===== config.mk =====
export PLATFORM = sky130hd
export DESIGN_NAME = ehdlc_to_lapd_deframer_unit
export DESIGN_NICKNAME = d
export VERILOG_FILES = /design/src/design/e2l_pkg.sv /design/src/design/e2l_parser.sv /design/src/design/ehdlc_to_lapd_deframer_unit.sv
export SDC_FILE = /design/constraint.sdc
export NUM_CORES = 1
export LEC_CHECK = 0
export ABC_AREA = 0
export BUFFER_PORTS_ARGS = -buffer_cell sky130_fd_sc_hd__buf_4
export CORE_ASPECT_RATIO = 1.75
export CORE_UTILIZATION = 33
export CTS_CLUSTER_DIAMETER = 50
export DETAILED_ROUTE_END_ITERATION = 8
export GPL_TIMING_DRIVEN = 0
export PLACE_DENSITY = 0.47
export SYNTH_ARGS = -nofsm -noshare
export SYNTH_HDL_FRONTEND = slang
export SYNTH_SLANG_ARGS = --single-unit

===== constraint.sdc =====
create_clock -name clock -period 5 [get_ports clock]
set_input_delay 0.25 -clock clock [delete_from_list [all_inputs] [get_ports clock]]
set_output_delay 0.25 -clock clock [all_outputs]
set_load 0.1 [all_outputs]

===== src/design/e2l_pkg.sv =====
// Package for the compressed-header to two-octet-address deframer.
// Beat types, parse phases, register indexes and the address mapping.
// No dependencies.
package e2l_pkg;

   localparam int MAX_PACKET_BYTES_DEF = 4096;

   localparam int BYTE_W   = 8;
   localparam int PKT_W    = 13;
   localparam int LEN_W    = 9;
   localparam int CSR_IDX_W = 2;
   localparam int RES_MAX  = 4;
   localparam int RES_CNT_W = 3;

   localparam logic [PKT_W-1:0] OFFSET_MAX   = 13'd8191;
   localparam logic [3:0]       TEI_HIGH_CODE = 4'd12;
   localparam logic [5:0]       TEI_SHIFT     = 6'd48;

   // register indexes on the csr port
   localparam logic [CSR_IDX_W-1:0] CSR_PREFIX_ENABLE   = 2'd0;
   localparam logic [CSR_IDX_W-1:0] CSR_PREFIX_VERSION  = 2'd1;
   localparam logic [CSR_IDX_W-1:0] CSR_PREFIX_DATA_TAG = 2'd2;

   typedef enum logic [1:0] {
      PH_HDR_HI  = 2'd0,
      PH_HDR_LO  = 2'd1,
      PH_PAYLOAD = 2'd2,
      PH_DISCARD = 2'd3
   } phase_type;

   typedef struct packed {
      logic [BYTE_W-1:0] in_byte;
      logic [PKT_W-1:0]  packet_bytes;
      logic              packet_end;
   } req_type;

   typedef struct packed {
      logic [BYTE_W-1:0] out_byte;
      logic              frame_start;
      logic              frame_end;
   } rsp_type;

   typedef struct packed {
      logic              prefix_enable;
      logic [BYTE_W-1:0] prefix_version;
      logic [BYTE_W-1:0] prefix_data_tag;
   } cfg_type;

   // results of one accepted byte, entry 0 leaves first
   typedef struct packed {
      logic [RES_CNT_W-1:0]       count;
      rsp_type [RES_MAX-1:0]      entry;
   } res_type;

   // first address octet: SAPI << 2 | C/R << 1
   function automatic logic [BYTE_W-1:0] addr_high(input logic [2:0] code);
      logic [BYTE_W-1:0] val;
      unique case (code)
         3'd0:    val = {6'd0,  1'b0, 1'b0};
         3'd1:    val = {6'd0,  1'b1, 1'b0};
         3'd2:    val = {6'd10, 1'b0, 1'b0};
         3'd3:    val = {6'd11, 1'b0, 1'b0};
         3'd4:    val = {6'd12, 1'b0, 1'b0};
         3'd5:    val = {6'd62, 1'b0, 1'b0};
         3'd6:    val = {6'd62, 1'b1, 1'b0};
         default: val = {6'd63, 1'b1, 1'b0};
      endcase
      return val;
   endfunction

   // second address octet: TEI << 1 | EA
   function automatic logic [BYTE_W-1:0] addr_low(input logic [3:0] tcode);
      logic [5:0] tei;
      tei = (tcode >= TEI_HIGH_CODE) ? ({2'b00, tcode} + TEI_SHIFT) : {2'b00, tcode};
      return {1'b0, tei, 1'b1};
   endfunction

endpackage


===== src/design/e2l_parser.sv =====
// Header parser and frame state for the deframer.
// Turns one accepted packet byte into up to four output beats.
// Depends on e2l_pkg.
module e2l_parser #(
   parameter int MAX_PACKET_BYTES = e2l_pkg::MAX_PACKET_BYTES_DEF
) (
   input  logic              clock,
   input  logic              reset,
   input  logic              accept,
   input  e2l_pkg::req_type  req,
   input  e2l_pkg::cfg_type  cfg,
   output e2l_pkg::res_type  res
);
   import e2l_pkg::*;

   localparam int CMP_W = 17;
   localparam logic [CMP_W-1:0] MAX_EXT = CMP_W'(MAX_PACKET_BYTES);

   phase_type         phase_ff, phase_in;
   logic [PKT_W-1:0]  offset_ff, offset_in;
   logic [BYTE_W-1:0] held_ff, held_in;
   logic [LEN_W-1:0]  left_ff, left_in;

   logic [PKT_W-1:0]  pb;
   logic [PKT_W-1:0]  frame_base;
   logic [PKT_W-1:0]  rem_hi;
   logic [PKT_W-1:0]  rem_lo;
   logic [15:0]       hdr;
   logic [LEN_W-1:0]  len;
   logic [BYTE_W-1:0] a_hi;
   logic [BYTE_W-1:0] a_lo;
   logic              only_hdr;
   logic              fin;

   always_ff @(posedge clock) begin
      if (reset) begin
         phase_ff  <= PH_HDR_HI;
         offset_ff <= '0;
         left_ff   <= '0;
         held_ff   <= '0;
      end else if (accept) begin
         phase_ff  <= phase_in;
         offset_ff <= offset_in;
         left_ff   <= left_in;
         held_ff   <= held_in;
      end
   end

   always_comb begin
      phase_in  = phase_ff;
      offset_in = offset_ff;
      left_in   = left_ff;
      held_in   = held_ff;
      res       = '0;

      // oversize packet counts are clamped
      pb = ({4'd0, req.packet_bytes} > MAX_EXT) ? PKT_W'(MAX_PACKET_BYTES)
                                                : req.packet_bytes;
      frame_base = (offset_ff != '0) ? offset_ff - 1'b1 : '0;
      rem_hi = (pb > offset_ff) ? pb - offset_ff : '0;
      rem_lo = (pb > frame_base) ? pb - frame_base : '0;

      hdr      = {held_ff, req.in_byte};
      len      = hdr[LEN_W-1:0];
      a_hi     = addr_high(hdr[15:13]);
      a_lo     = addr_low(hdr[12:9]);
      only_hdr = (len == LEN_W'(2));
      fin      = (left_ff <= LEN_W'(1)) || req.packet_end;

      unique case (phase_ff)
         PH_HDR_HI: begin
            if (rem_hi <= PKT_W'(2)) begin
               phase_in = PH_DISCARD;
            end else begin
               held_in  = req.in_byte;
               phase_in = PH_HDR_LO;
            end
         end
         PH_HDR_LO: begin
            if (len < LEN_W'(2) || {4'd0, len} > rem_lo) begin
               phase_in = PH_DISCARD;
            end else begin
               if (cfg.prefix_enable) begin
                  res.count    = RES_CNT_W'(4);
                  res.entry[0] = '{cfg.prefix_version, 1'b1, 1'b0};
                  res.entry[1] = '{cfg.prefix_data_tag, 1'b0, 1'b0};
                  res.entry[2] = '{a_hi, 1'b0, 1'b0};
                  res.entry[3] = '{a_lo, 1'b0, only_hdr};
               end else begin
                  res.count    = RES_CNT_W'(2);
                  res.entry[0] = '{a_hi, 1'b1, 1'b0};
                  res.entry[1] = '{a_lo, 1'b0, only_hdr};
               end
               if (only_hdr) begin
                  phase_in = PH_HDR_HI;
               end else begin
                  left_in  = len - LEN_W'(2);
                  phase_in = PH_PAYLOAD;
               end
            end
         end
         PH_PAYLOAD: begin
            res.count    = RES_CNT_W'(1);
            res.entry[0] = '{req.in_byte, 1'b0, fin};
            if (fin) begin
               left_in  = '0;
               phase_in = PH_HDR_HI;
            end else begin
               left_in = left_ff - 1'b1;
            end
         end
         PH_DISCARD: begin
            phase_in = PH_DISCARD;
         end
      endcase

      if (req.packet_end) begin
         offset_in = '0;
         phase_in  = PH_HDR_HI;
         left_in   = '0;
      end else if (offset_ff != OFFSET_MAX) begin
         offset_in = offset_ff + 1'b1;
      end
   end

endmodule


===== src/design/ehdlc_to_lapd_deframer_unit.sv =====
// Top level of the compressed-header to two-octet-address deframer.
// Holds the control registers and the output beat queue.
// Depends on e2l_pkg and e2l_parser.
//
// Usage
//   req_*  : packet bytes in, one beat per byte, packet_end on the last.
//   rsp_*  : output frame bytes, frame_start / frame_end mark the frames.
//   csr_*  : write-only registers; index 0 prefix enable, 1 version byte,
//            2 data tag byte. Write only while the block is idle.
// Latency: results of a byte are shown the cycle after it is accepted.
// Throughput: a byte is taken once the queue holds no beat that would still
//   be waiting after this cycle, so the cost of a byte is set by how many
//   beats it makes (one beat a cycle on rsp while rsp is not stalled):
//     header high byte      no beats
//     header low byte       2 beats, 4 with the prefix enabled
//     payload byte          1 beat
//   Sustained payload runs at one byte a cycle while rsp is not stalled.
// Reset empties the queue, clears the registers and restarts parsing at a
// header. A stall on rsp holds the head beat and, while more than nothing
// would remain queued, stalls req as well.
module ehdlc_to_lapd_deframer_unit #(
   parameter int MAX_PACKET_BYTES = e2l_pkg::MAX_PACKET_BYTES_DEF
) (
   input  logic                              clock,
   input  logic                              reset,
   input  logic                              req_valid,
   output logic                              req_stall,
   input  e2l_pkg::req_type                  req_payload,
   output logic                              rsp_valid,
   input  logic                              rsp_stall,
   output e2l_pkg::rsp_type                  rsp_payload,
   input  logic                              csr_wr_en,
   input  logic [e2l_pkg::CSR_IDX_W-1:0]     csr_index,
   input  logic [e2l_pkg::BYTE_W-1:0]        csr_wdata
);
   import e2l_pkg::*;

   cfg_type               cfg_ff;
   res_type               res;
   rsp_type [RES_MAX-1:0] queue_ff, queue_in;
   logic [RES_CNT_W-1:0]  count_ff, count_in;
   logic                  accept;
   logic                  pop;

   // control registers
   always_ff @(posedge clock) begin
      if (reset) begin
         cfg_ff <= '0;
      end else if (csr_wr_en) begin
         unique case (csr_index)
            CSR_PREFIX_ENABLE:   cfg_ff.prefix_enable   <= csr_wdata[0];
            CSR_PREFIX_VERSION:  cfg_ff.prefix_version  <= csr_wdata;
            CSR_PREFIX_DATA_TAG: cfg_ff.prefix_data_tag <= csr_wdata;
            default: ;
         endcase
      end
   end

   e2l_parser #(
      .MAX_PACKET_BYTES(MAX_PACKET_BYTES)
   ) u_parser (
      .clock (clock),
      .reset (reset),
      .accept(accept),
      .req   (req_payload),
      .cfg   (cfg_ff),
      .res   (res)
   );

   // queue head is the output register; a byte enters once the queue drains
   assign pop       = rsp_valid && !rsp_stall;
   assign req_stall = !((count_ff == '0) || (count_ff == RES_CNT_W'(1) && !rsp_stall));
   assign accept    = req_valid && !req_stall;

   always_comb begin
      queue_in = queue_ff;
      count_in = count_ff;
      if (accept) begin
         // queue is empty after this cycle's pop: load the new beats
         queue_in = res.entry;
         count_in = res.count;
      end else if (pop) begin
         for (int i = 0; i < RES_MAX - 1; i++) begin
            queue_in[i] = queue_ff[i+1];
         end
         count_in = count_ff - 1'b1;
      end
   end

   always_ff @(posedge clock) begin
      queue_ff <= queue_in;
      if (reset) begin
         count_ff <= '0;
      end else begin
         count_ff <= count_in;
      end
   end

   assign rsp_valid   = (count_ff != '0);
   assign rsp_payload = queue_ff[0];

endmodule


=== After elaboration in Yosys (flattened, before gate mapping) ===
Index checks and enable logic that the tools add are counted.

* Output and inout bits: 12
* Latch bits: 0
* Memory bits (writable): 0
* Word-level logic and storage cells: 113
* Input port bits: 37
* Bits in registers: 92
* Memories kept: 0
* Memory bits (read-only): 0

* Bitwise operators: 3
* Shift-type cells: 0
* Divide/modulo/power cells: 0
* Magnitude comparators: 8
* Reductions and logical operators: 26
* Muxes and demuxes: 30
* $add $sub $neg: 8
* Multiply operators: 0
* Equal/unequal tests: 17

{| class="wikitable"
|+ Operators by type and width
! operator !! count
|-
| $mux W13 || 6
|-
| $mux W30 || 2
|-
| $pmux W8 S7 || 1
|-
| $mux W43 || 1
|-
| $mux W20 || 2
|-
| $mux W9 || 4
|-
| $gt A13 B13 Y1 || 2
|-
| $sub A13 B13 Y13 || 2
|-
| $pmux W10 S2 || 1
|-
| $mux W19 || 1
|-
| $pmux W9 S2 || 1
|-
| $add A13 B1 Y13 const B || 1
|-
| $gt A13 B13 Y1 const B || 1
|-
| $gt A9 B13 Y1 || 1
|-
| $le A13 B2 Y1 const B || 1
|-
| $ne A13 B13 Y1 const B || 1
|-
| $reduce_bool A13 Y1 || 1
|-
| $sub A13 B1 Y13 const B || 1
|-
| $mux W2 || 5
|-
| $reduce_and A2 Y1 || 5
|-
| $eq A3 B3 Y1 const B || 3
|-
| $eq A9 B2 Y1 const B || 1
|-
| $le A9 B1 Y1 const B || 1
|-
| $lt A9 B2 Y1 const B || 1
|-
| other kinds (27) || 46
|}

=== Longest topological paths before layout ===
Gate-level depths: netlist of run 1.

* Depth in word-level cells: 9
* Gate-level depth with buffers: 26
* Gate-level depth less buffers: 23

=== Modules after synthesis ===
A second synthesis of run 1 with hierarchy kept.

* Cell total of the unflattened synthesis: 800
* Area total of the unflattened synthesis: 7144.4 µm²

{| class="wikitable"
|+ Modules (own cells, without submodules)
! module !! area each (µm²) !! seq. area each (µm²) !! cells an instance !! times used
|-
| e2l_parser || 4591.9 || 640.6 || 624 || 1
|-
| ehdlc_to_lapd_deframer_unit || 2552.4 || 1601.5 || 176 || 1
|}

=== Worst setup path after synthesis of run 1 ===
No wires, ideal clock.

* Kind: reg-to-reg
* From: register u_parser.offset_ff[2]
* To: register queue_ff[15] in the netlist's numbering, data pin
* Required time: 4.837 ns
* Data arrival time: 5.163 ns
* Setup time: 0.163 ns
* Stages on the path, launching flop included: 25
* Buffers on the path: 3
* Clock period less this slack: 5.326 ns
* Slack: -0.326 ns
* Path through: dfxtp_1 -> inv_1 -> nand4_1 -> nor2_1 -> nand3_1 -> or4_1 -> clkbuf_1 -> nand2_1 -> ha_1 -> clkbuf_1 -> nand2_1 -> nor2_1 -> nor2_1 -> a311o_1 -> nor2_1 -> buf_2 -> nand2_1 -> ha_1 -> a211o_1 -> nor2_1 -> a211oi_1 -> o31ai_1 -> o21ai_0 -> or4_1 -> o221ai_1

{| class="wikitable"
|+ RTL lines
! what !! RTL line !! source
|-
| start: declaration || e2l_parser.sv:20 || <nowiki>logic [PKT_W-1:0] offset_ff, offset_in;</nowiki>
|-
| start signal: assignment || e2l_parser.sv:43 || <nowiki>offset_ff <= offset_in;</nowiki>
|-
| end signal: assignment || ehdlc_to_lapd_deframer_unit.sv:91 || <nowiki>queue_ff <= queue_in;</nowiki>
|-
| end: declaration || ehdlc_to_lapd_deframer_unit.sv:40 || <nowiki>rsp_type [RES_MAX-1:0] queue_ff, queue_in;</nowiki>
|}

==> qor.yml, run 1 <==
setup_path:
  end_kind: "flop"
  reg2reg_depth: 22
  arrival_ps: 5280
  path_class: "flop to flop"
  start_kind: "flop"
  cp-endpoint: "queue_ff[15]"
  r2r-start: "u_parser.offset_ff[5]"
  ff2ff_setup_slack_ps: -90
  rr_endpoint: "queue_ff[15]"
  crit_required_ps: 5190
  startpoint: "u_parser.offset_ff[5]"
  path_max_fanout: 6
placement:
  hpwl_mm: 17.1
  post-place-ws_ps: -1100
  placed_cells: 1069
  io_buffers: 47
  gp_congestion: 0.893
die:
  die_area_um2: 20200
  placementRows: 67
  start_util_pct: 33.8
  core_area_um2: 19200
  ios: 49
  die_h_um: 187
  fp.dieW_um: 108
global_routing:
  grt_pass1_vias: 6271
  grt_max_degree: 29
  track_usage_pct: 22.3
  grt.overflow.total: 0
  antenna_found_initial: 0
  grt_pass1_wl_mm: 33.4
pwr:
  power_w: 0.00392
  leakagePower_nw: 3.22
  vdd.ir_drop.worst_mv: 0.412
  power_density_nw_per_um2: 478
logic_synthesis:
  synth.net_count: 869
  avgSynthCellArea_um2: 8.31
  yosysWarnings: 0
  yosysSeqAreaShare_pct: 32.3
  synth_ff_type: "dfxtp_1"
  async_flop_share_pct: 0
  synth_cells: 781
  syn_area_um2: 6490
  ys_types: 70
  synth-seq-cells: 87
  synth_edf_count: 35
route:
  num_vias: 6158
  routed_wl_mm: 21.8
  drt-pass1-iter-count: 5
  first_iter_violations: 191
  drc: 0
  via_per_inst: 5.52
  ant_nets: 0
  wl_per_cell_um: 19.6
sta:
  setup_viol: 15
  slew_headroom_pct: 20.5
  fin_skew_ps: 10.8
  worst_slack_ps: -88.2
  hold_viol_final: 0
  worstMarginPinSlew_ps: 1190
  rsz0062_at_grt: "yes"
  slew_viol_final: 0
  timing.setup.tns_ps: -562
  finalCriticalPeriod_ps: 5090
  fmax_mhz: 197
  period_share_pct: 102
layout:
  insertedDiodeCount: 0
  fin_util_pct: 42.7
  area.growth.synth_to_final_pct: 26.4
  nNetsFinal: 957
  fillCellCount: 1942
  fin_cells: 1115
  drive_gt1_share_pct: 23.1
clock_tree:
  postCtsHoldBufs: 0
  cts_tree: "yes"
  root_buffer: "clkbuf_16"
  insertion_delay_ps: 360
  clockBufferDepth: 2
  clock-sinks: 87
  cts-buffers-inserted: 9
  path_clk_slew_ps: 70
  cts_htree_levels: 3
run_status:
  status: "finished, violations left"
  violations: "negative setup slack"
hold_path:
  hp-class: "input port to flop"
run:
  max_cap_viol_count: 0
[flip-flops by register name, indices dropped and copies added, names as in the netlist]
register and cells:
u_parser.left_ff 9, count_ff 3, queue_ff 25, cfg_ff 17, u_parser.held_ff 8, rsp_payload 10
u_parser.phase_ff 2, u_parser.offset_ff 13
[Yosys cell counts (9+ instances only)]
cell,instances,area share (%)
a21oi_1,44,3.4
and2_1,10,0.96
and3_1,13,1.3
buf_4,11,1.3
clkbuf_1,24,1.4
dfxtp_1,52,16
edfxtp_1,35,16
ha_1,49,9.5
inv_1,47,2.7
mux2i_1,29,4.5
nand2_1,88,5.1
nand3_1,20,1.5
nand4_1,13,1.3
nor2_1,81,4.7
nor2b_1,21,2.0
nor3_1,20,1.5
o211ai_1,9,1.0
o21ai_0,25,1.9
o21ai_1,13,1.0
o31ai_1,14,1.6
or3_1,9,0.87
xnor2_1,29,3.9
[layout by cell type, fill, tap and decap left out, drive strengths merged, types with 4 or more instances in the layout]
cell,count
nor2b,21
a22o,6
or4,4
nand3,20
o21a,8
a21oi,45
nor2,81
o211ai,9
buf,90
ha,49
o221ai,4
and3,13
mux2i,29
nor4,6
o31ai,14
nor3,20
clkinv,5
nand3b,4
inv,49
nand2,89
nand2b,6
dfxtp,52
o22ai,7
o41ai,5
o21ai,39
xor2,8
nand4,13
a31oi,7
a211oi,5
and2,10
xnor2,29
clkbuf,34
edfxtp,35
or3,9
[metal layers]
layer  global-route usage, %  wire (µm)
met3                    3.07        586
met4                    16.4       1610
met2                    43.1      12200
met5                       0          0
met1                    20.2       7450
[cell families after synthesis]
group / share of synthesized area (%)
and+or+nand+nor: 23.4
xor gates and xnor gates: 5.00
buffers and inverters: 5.71
adders and majority gates: 10.1
DFF: 32.3
muxes: 4.48
AOI/OAI and AO/OA: 19.1
[stage by stage]
| step | cell area, µm² | hold WS (ps) |
|---|---|---|
| 6_report | 8200 | 131 |
| 5_1_grt | 8200 | 145 |
| 4_1_cts | 8000 | 114 |
| 3_5_place_dp | 7170 | 462 |
| 3_3_place_gp | 7170 | 462 |
| 2_1_floorplan | 6510 | 389 |
[timing repair]
item                       4_1_cts  5_1_grt
setup endpoints to repair       45       43
pin swaps                       28       31
gates resized for setup         81       30
buffers inserted                25        7
gates cloned                     1        0
[how the worst min path moves through the flow]
stage	startpoint	endpoint	slack (ps)	depth (start not counted)
after floorplan	csr_wdata[0]	cfg_ff[16]	390	2
after global placement	u_parser.held_ff[3]	u_parser.held_ff[3]	460	2
after detailed placement	u_parser.held_ff[3]	u_parser.held_ff[3]	460	2
after CTS	csr_wdata[7]	cfg_ff[7]	110	3
after global routing	csr_wdata[7]	cfg_ff[7]	150	3
final	csr_wdata[7]	cfg_ff[7]	130	3
[cell type report]
type | count | area [µm²] | area share [%]
Clock buffer | 10 | 229 | 2.79
Multi-Input combinational cell | 607 | 4480 | 54.7
Inverter | 50 | 196 | 2.40
Timing Repair Buffer | 79 | 619 | 7.55
Sequential cell | 87 | 2110 | 25.7
Buffer | 35 | 204 | 2.49
Clock inverter | 6 | 61.3 | 0.748
Tap cell | 241 | 302 | 3.68
[power by group]
part | switching, W | internal, W
clock | 0.000290 | 0.000385
combinational | 0.00141 | 0.000780
sequential | 0.0000740 | 0.000976
total | 0.00178 | 0.00214
[worst max-delay path: stages, from the launching register on]
cell      delay (ps)
dfxtp_4          360
inv_4             60
nand4_1          130
nor2_2           190
nand3_2           90
or4_4            470
and2_4           190
ha_4             160
fa_2             360
nand2b_4         160
nand2_2           80
a221o_1          210
buf_4            140
xor2_1           150
nand2_1          120
ha_4             230
a211o_1          290
nor2_2           120
a211oi_2         100
o31ai_4          400
o21ai_2          190
or4_4            540
o221ai_1         190
Power figures use the tool's default switching activity.
==> inputs of run 2 (changes only) <==
--- a/config.mk
+++ b/config.mk
@@ -10,9 +10,11 @@
 export CORE_ASPECT_RATIO = 1.75
 export CORE_UTILIZATION = 33
 export CTS_CLUSTER_DIAMETER = 50
+export CTS_CLUSTER_SIZE = 28
 export DETAILED_ROUTE_END_ITERATION = 8
 export GPL_TIMING_DRIVEN = 0
-export PLACE_DENSITY = 0.47
+export PLACE_DENSITY = 0.46
 export SYNTH_ARGS = -nofsm -noshare
 export SYNTH_HDL_FRONTEND = slang
+export SYNTH_HIERARCHICAL = 1
 export SYNTH_SLANG_ARGS = --single-unit
==> qor.yml, run 2 <==
global_routing:
  grt_pass1_wl_mm: 34.1  # +2.1%
  antenna_found_initial: 0  # unchanged
  track_usage_pct: 20.1  # -2.2 points
  grt.overflow.total: 0  # unchanged
  grt_max_degree: 18  # -38%
  grt_pass1_vias: 6377  # +1.7%
run_status:
  status: "finished, violations left"
  violations: "negative setup slack"
placement:
  hpwl_mm: 17.2  # +0.88%
  place_area_um2: 8020  # +12%
  post-place-ws_ps: -1010  # +87.6 ps
  io_buffers: 48  # +2.1%
  gp_congestion: 0.866  # -3.0%
layout:
  insertedDiodeCount: 0  # unchanged
  area.growth.synth_to_final_pct: 24.1
  fillCellCount: 2122  # +9.3%
  final_cell_mix: "86 x buf_4, 75 x nor2_1, 49 x nand2_1, 49 x dfxtp_1"
  largest_register: "queue_ff"
  largest_reg_flops: 30  # +20%
  top_regs: "queue_ff x30, cfg_ff x17, u_parser/offset_ff x13"
  multi_input_area_um2: 4850  # +8.2%
  drive_gt1_share_pct: 28.8  # +5.7 points
  final_common_cell: "buf_4"
  seq_area_um2: 2250  # +6.8%
  nNetsFinal: 968  # +1.1%
  design_area_um2: 8870  # +8.1%
route:
  wl_per_cell_um: 19.2  # -2.1%
  drc: 0  # unchanged
  num_vias: 6035  # -2.0%
  drt-pass1-iter-count: 4  # -1
  via_per_inst: 5.30  # -4.0%
  ant_nets: 0  # unchanged
  first_iter_violations: 180  # -5.8%
  routed_wl_mm: 21.8  # -0.11%
die:
  start_util_pct: 34.0  # +0.20 points
  placementRows: 70  # +4.5%
  die_h_um: 197  # +4.9%
  die_area_um2: 22300  # +10%
  fp.dieW_um: 113  # +4.9%
  core_area_um2: 21000  # +9.5%
  ios: 49  # unchanged
clock_tree:
  root_buffer: "clkbuf_16"
  insertion_delay_ps: 350  # about the same
  clockBufferDepth: 2  # unchanged
  clock-sinks: 92  # +5.7%
  cts_tree: "yes"
  cts_htree_levels: 3  # unchanged
  cts-buffers-inserted: 9  # unchanged
  path_clk_slew_ps: 70  # about the same
sta:
  setup_viol: 46  # +31
  fin_skew_ps: 9.21  # -1.56 ps
  hold_viol_final: 0  # unchanged
  rsz0062_at_grt: "yes"
  period_share_pct: 108  # +6.6 points
  worstMarginPinSlew_ps: 908  # -283 ps
  fin_hold_ws_ps: 149  # +17.6 ps
  worst_slack_ps: -417  # -329 ps
  slew_headroom_pct: 38.7  # +18 points
  finalCriticalPeriod_ps: 5420  # +329 ps
  fmax_mhz: 185  # -6.1%
  slew_viol_final: 0  # unchanged
logic_synthesis:
  synth_cells: 800  # +2.4%
  syn_area_um2: 7140  # +10%
  synth-seq-cells: 92  # +5.7%
  synth_area_leaders: "edfxtp_1 17%, dfxtp_1 15%, ha_1 8.4%, mux2_2 4.7%, mux2i_1 4.6%"
  yosysSeqAreaShare_pct: 31.4  # -0.87 points
  async_flop_share_pct: 0  # unchanged
  synthTopCellsByCount: "88 x nor2_1, 52 x dfxtp_1, 51 x nand2_1, 48 x ha_1, 42 x a21oi_1"
  synth_largest_area_cell: "edfxtp_1"
  synth.most_common_cell: "nor2_1"
  ys_types: 89  # +27%
  synth_top_area_share_pct: 16.8  # +0.61 points
  avgSynthCellArea_um2: 8.93  # +7.5%
  synth_ff_type: "dfxtp_1"
  synth_edf_count: 40  # +14%
  yosysWarnings: 6  # +6
pwr:
  power_density_nw_per_um2: 549  # +15%
  power_w: 0.00487  # +24%
  leakagePower_nw: 3.50  # +8.8%
  vdd.ir_drop.worst_mv: 0.198  # -52%
setup_path:
  path_max_fanout: 5  # -1
  end_kind: "flop"
  arrival_ps: 5640  # +360 ps
  path_class: "flop to flop"
  start_kind: "flop"
  crit_required_ps: 5220  # +30 ps
run:
  max_cap_viol_count: 0  # unchanged
hold_path:
  hp-class: "input port to flop"
==> run 2: cell count changes in the layout (fill, tap and decap cells not counted), sizes merged, moves of 7 or more <==
cell and delta:
buf +12, a2bb2oi +7, nand3 +12, nand2 -36, o21ai -10, nor2 +7, mux2 +30, and3 -10
inv -8, nand2b +15, o31ai -13
==> run 2: logic make-up after synthesis <==
logic type	after synthesis	share of synthesized area (%)
XOR/XNOR	43	5.27
flip-flops	92	31.4
AND/OR/NAND/NOR	291	20.9
buffers and inverters	101	7.44
other	1	0.0525
adder cells (fa/ha/maj)	50	8.97
multiplexers	64	9.54
AO/OA/AOI/OAI	158	16.5
==> run 2: final cells by class <==
| cell class | count | area share, % |
|---|---|---|
| buffer | 56 | 4.76 |
| clock buffer | 10 | 2.58 |
| clock inverter | 6 | 0.819 |
| inverter | 42 | 1.92 |
| multi-input combinational | 612 | 54.7 |
| sequential | 92 | 25.4 |
| tap | 252 | 3.56 |
| timing repair buffer | 68 | 6.27 |
==> run 2: routing by layer <==
metal  part of all wire (%)  vias up  global-route usage (%)
met5                      0        -                       0
met4                    3.9        0                    10.2
met3                    1.8       32                    2.15
met2                     57      101                    41.1
met1                     37     2902                    19.3
li1                       -     3000                       -
==> run 2: worst max-delay path: stages (launching register included) <==
cell	delay, ps
dfxtp_4	360
nor4_4	280
and2_4	210
nand3_4	80
or4_4	480
and2_4	170
ha_4	160
fa_2	370
nand2b_4	180
a211oi_4	240
a21oi_2	100
xnor2_2	150
nand2_2	90
ha_4	220
a211o_1	320
a211oi_2	190
a21oi_1	100
o31a_1	270
o211ai_1	220
o2111ai_4	240
or2_4	340
buf_12	160
nor2_4	120
buf_6	100
mux2_2	120
==> run 2: path summary, 6_finish.rpt <==
| check | start | to | slack [ps] | cells past startpoint |
|---|---|---|---|---|
| max reg2reg | u_parser/offset_ff[5] | queue_ff[29] | -420 | 24 |
| min reg2reg | u_parser/left_ff[8] | u_parser/left_ff[8] | 480 | 2 |
| max | u_parser/offset_ff[5] | queue_ff[29] | -420 | 24 |
| min | csr_wdata[6] | cfg_ff[14] | 150 | 3 |
==> run 2: through the flow <==
step           util (%)  TNS [ps]  instances
3_3_place_gp       38.0    -22370       1105
5_1_grt            42.2    -21580       1138
6_report           42.2    -11620       1138
2_1_floorplan         -     -11.7        805
4_1_cts            40.8    -15790       1129
3_5_place_dp       38.2    -23480       1106
==> run 2: what timing repair did <==
action,in CTS,in global routing
pin swaps,26,17
setup buffers,9,8
gates resized for setup,46,47
setup endpoints to repair,46,46
hold buffers,0,0
gates cloned,1,1
==> run 2: power by group <==
part / leakage [nW] / switching, W / internal [W]
Sequential: 0.823 / 0.0000932 / 0.00105
Combinational: 2.54 / 0.00179 / 0.00123
Clock: 0.137 / 0.000309 / 0.000392
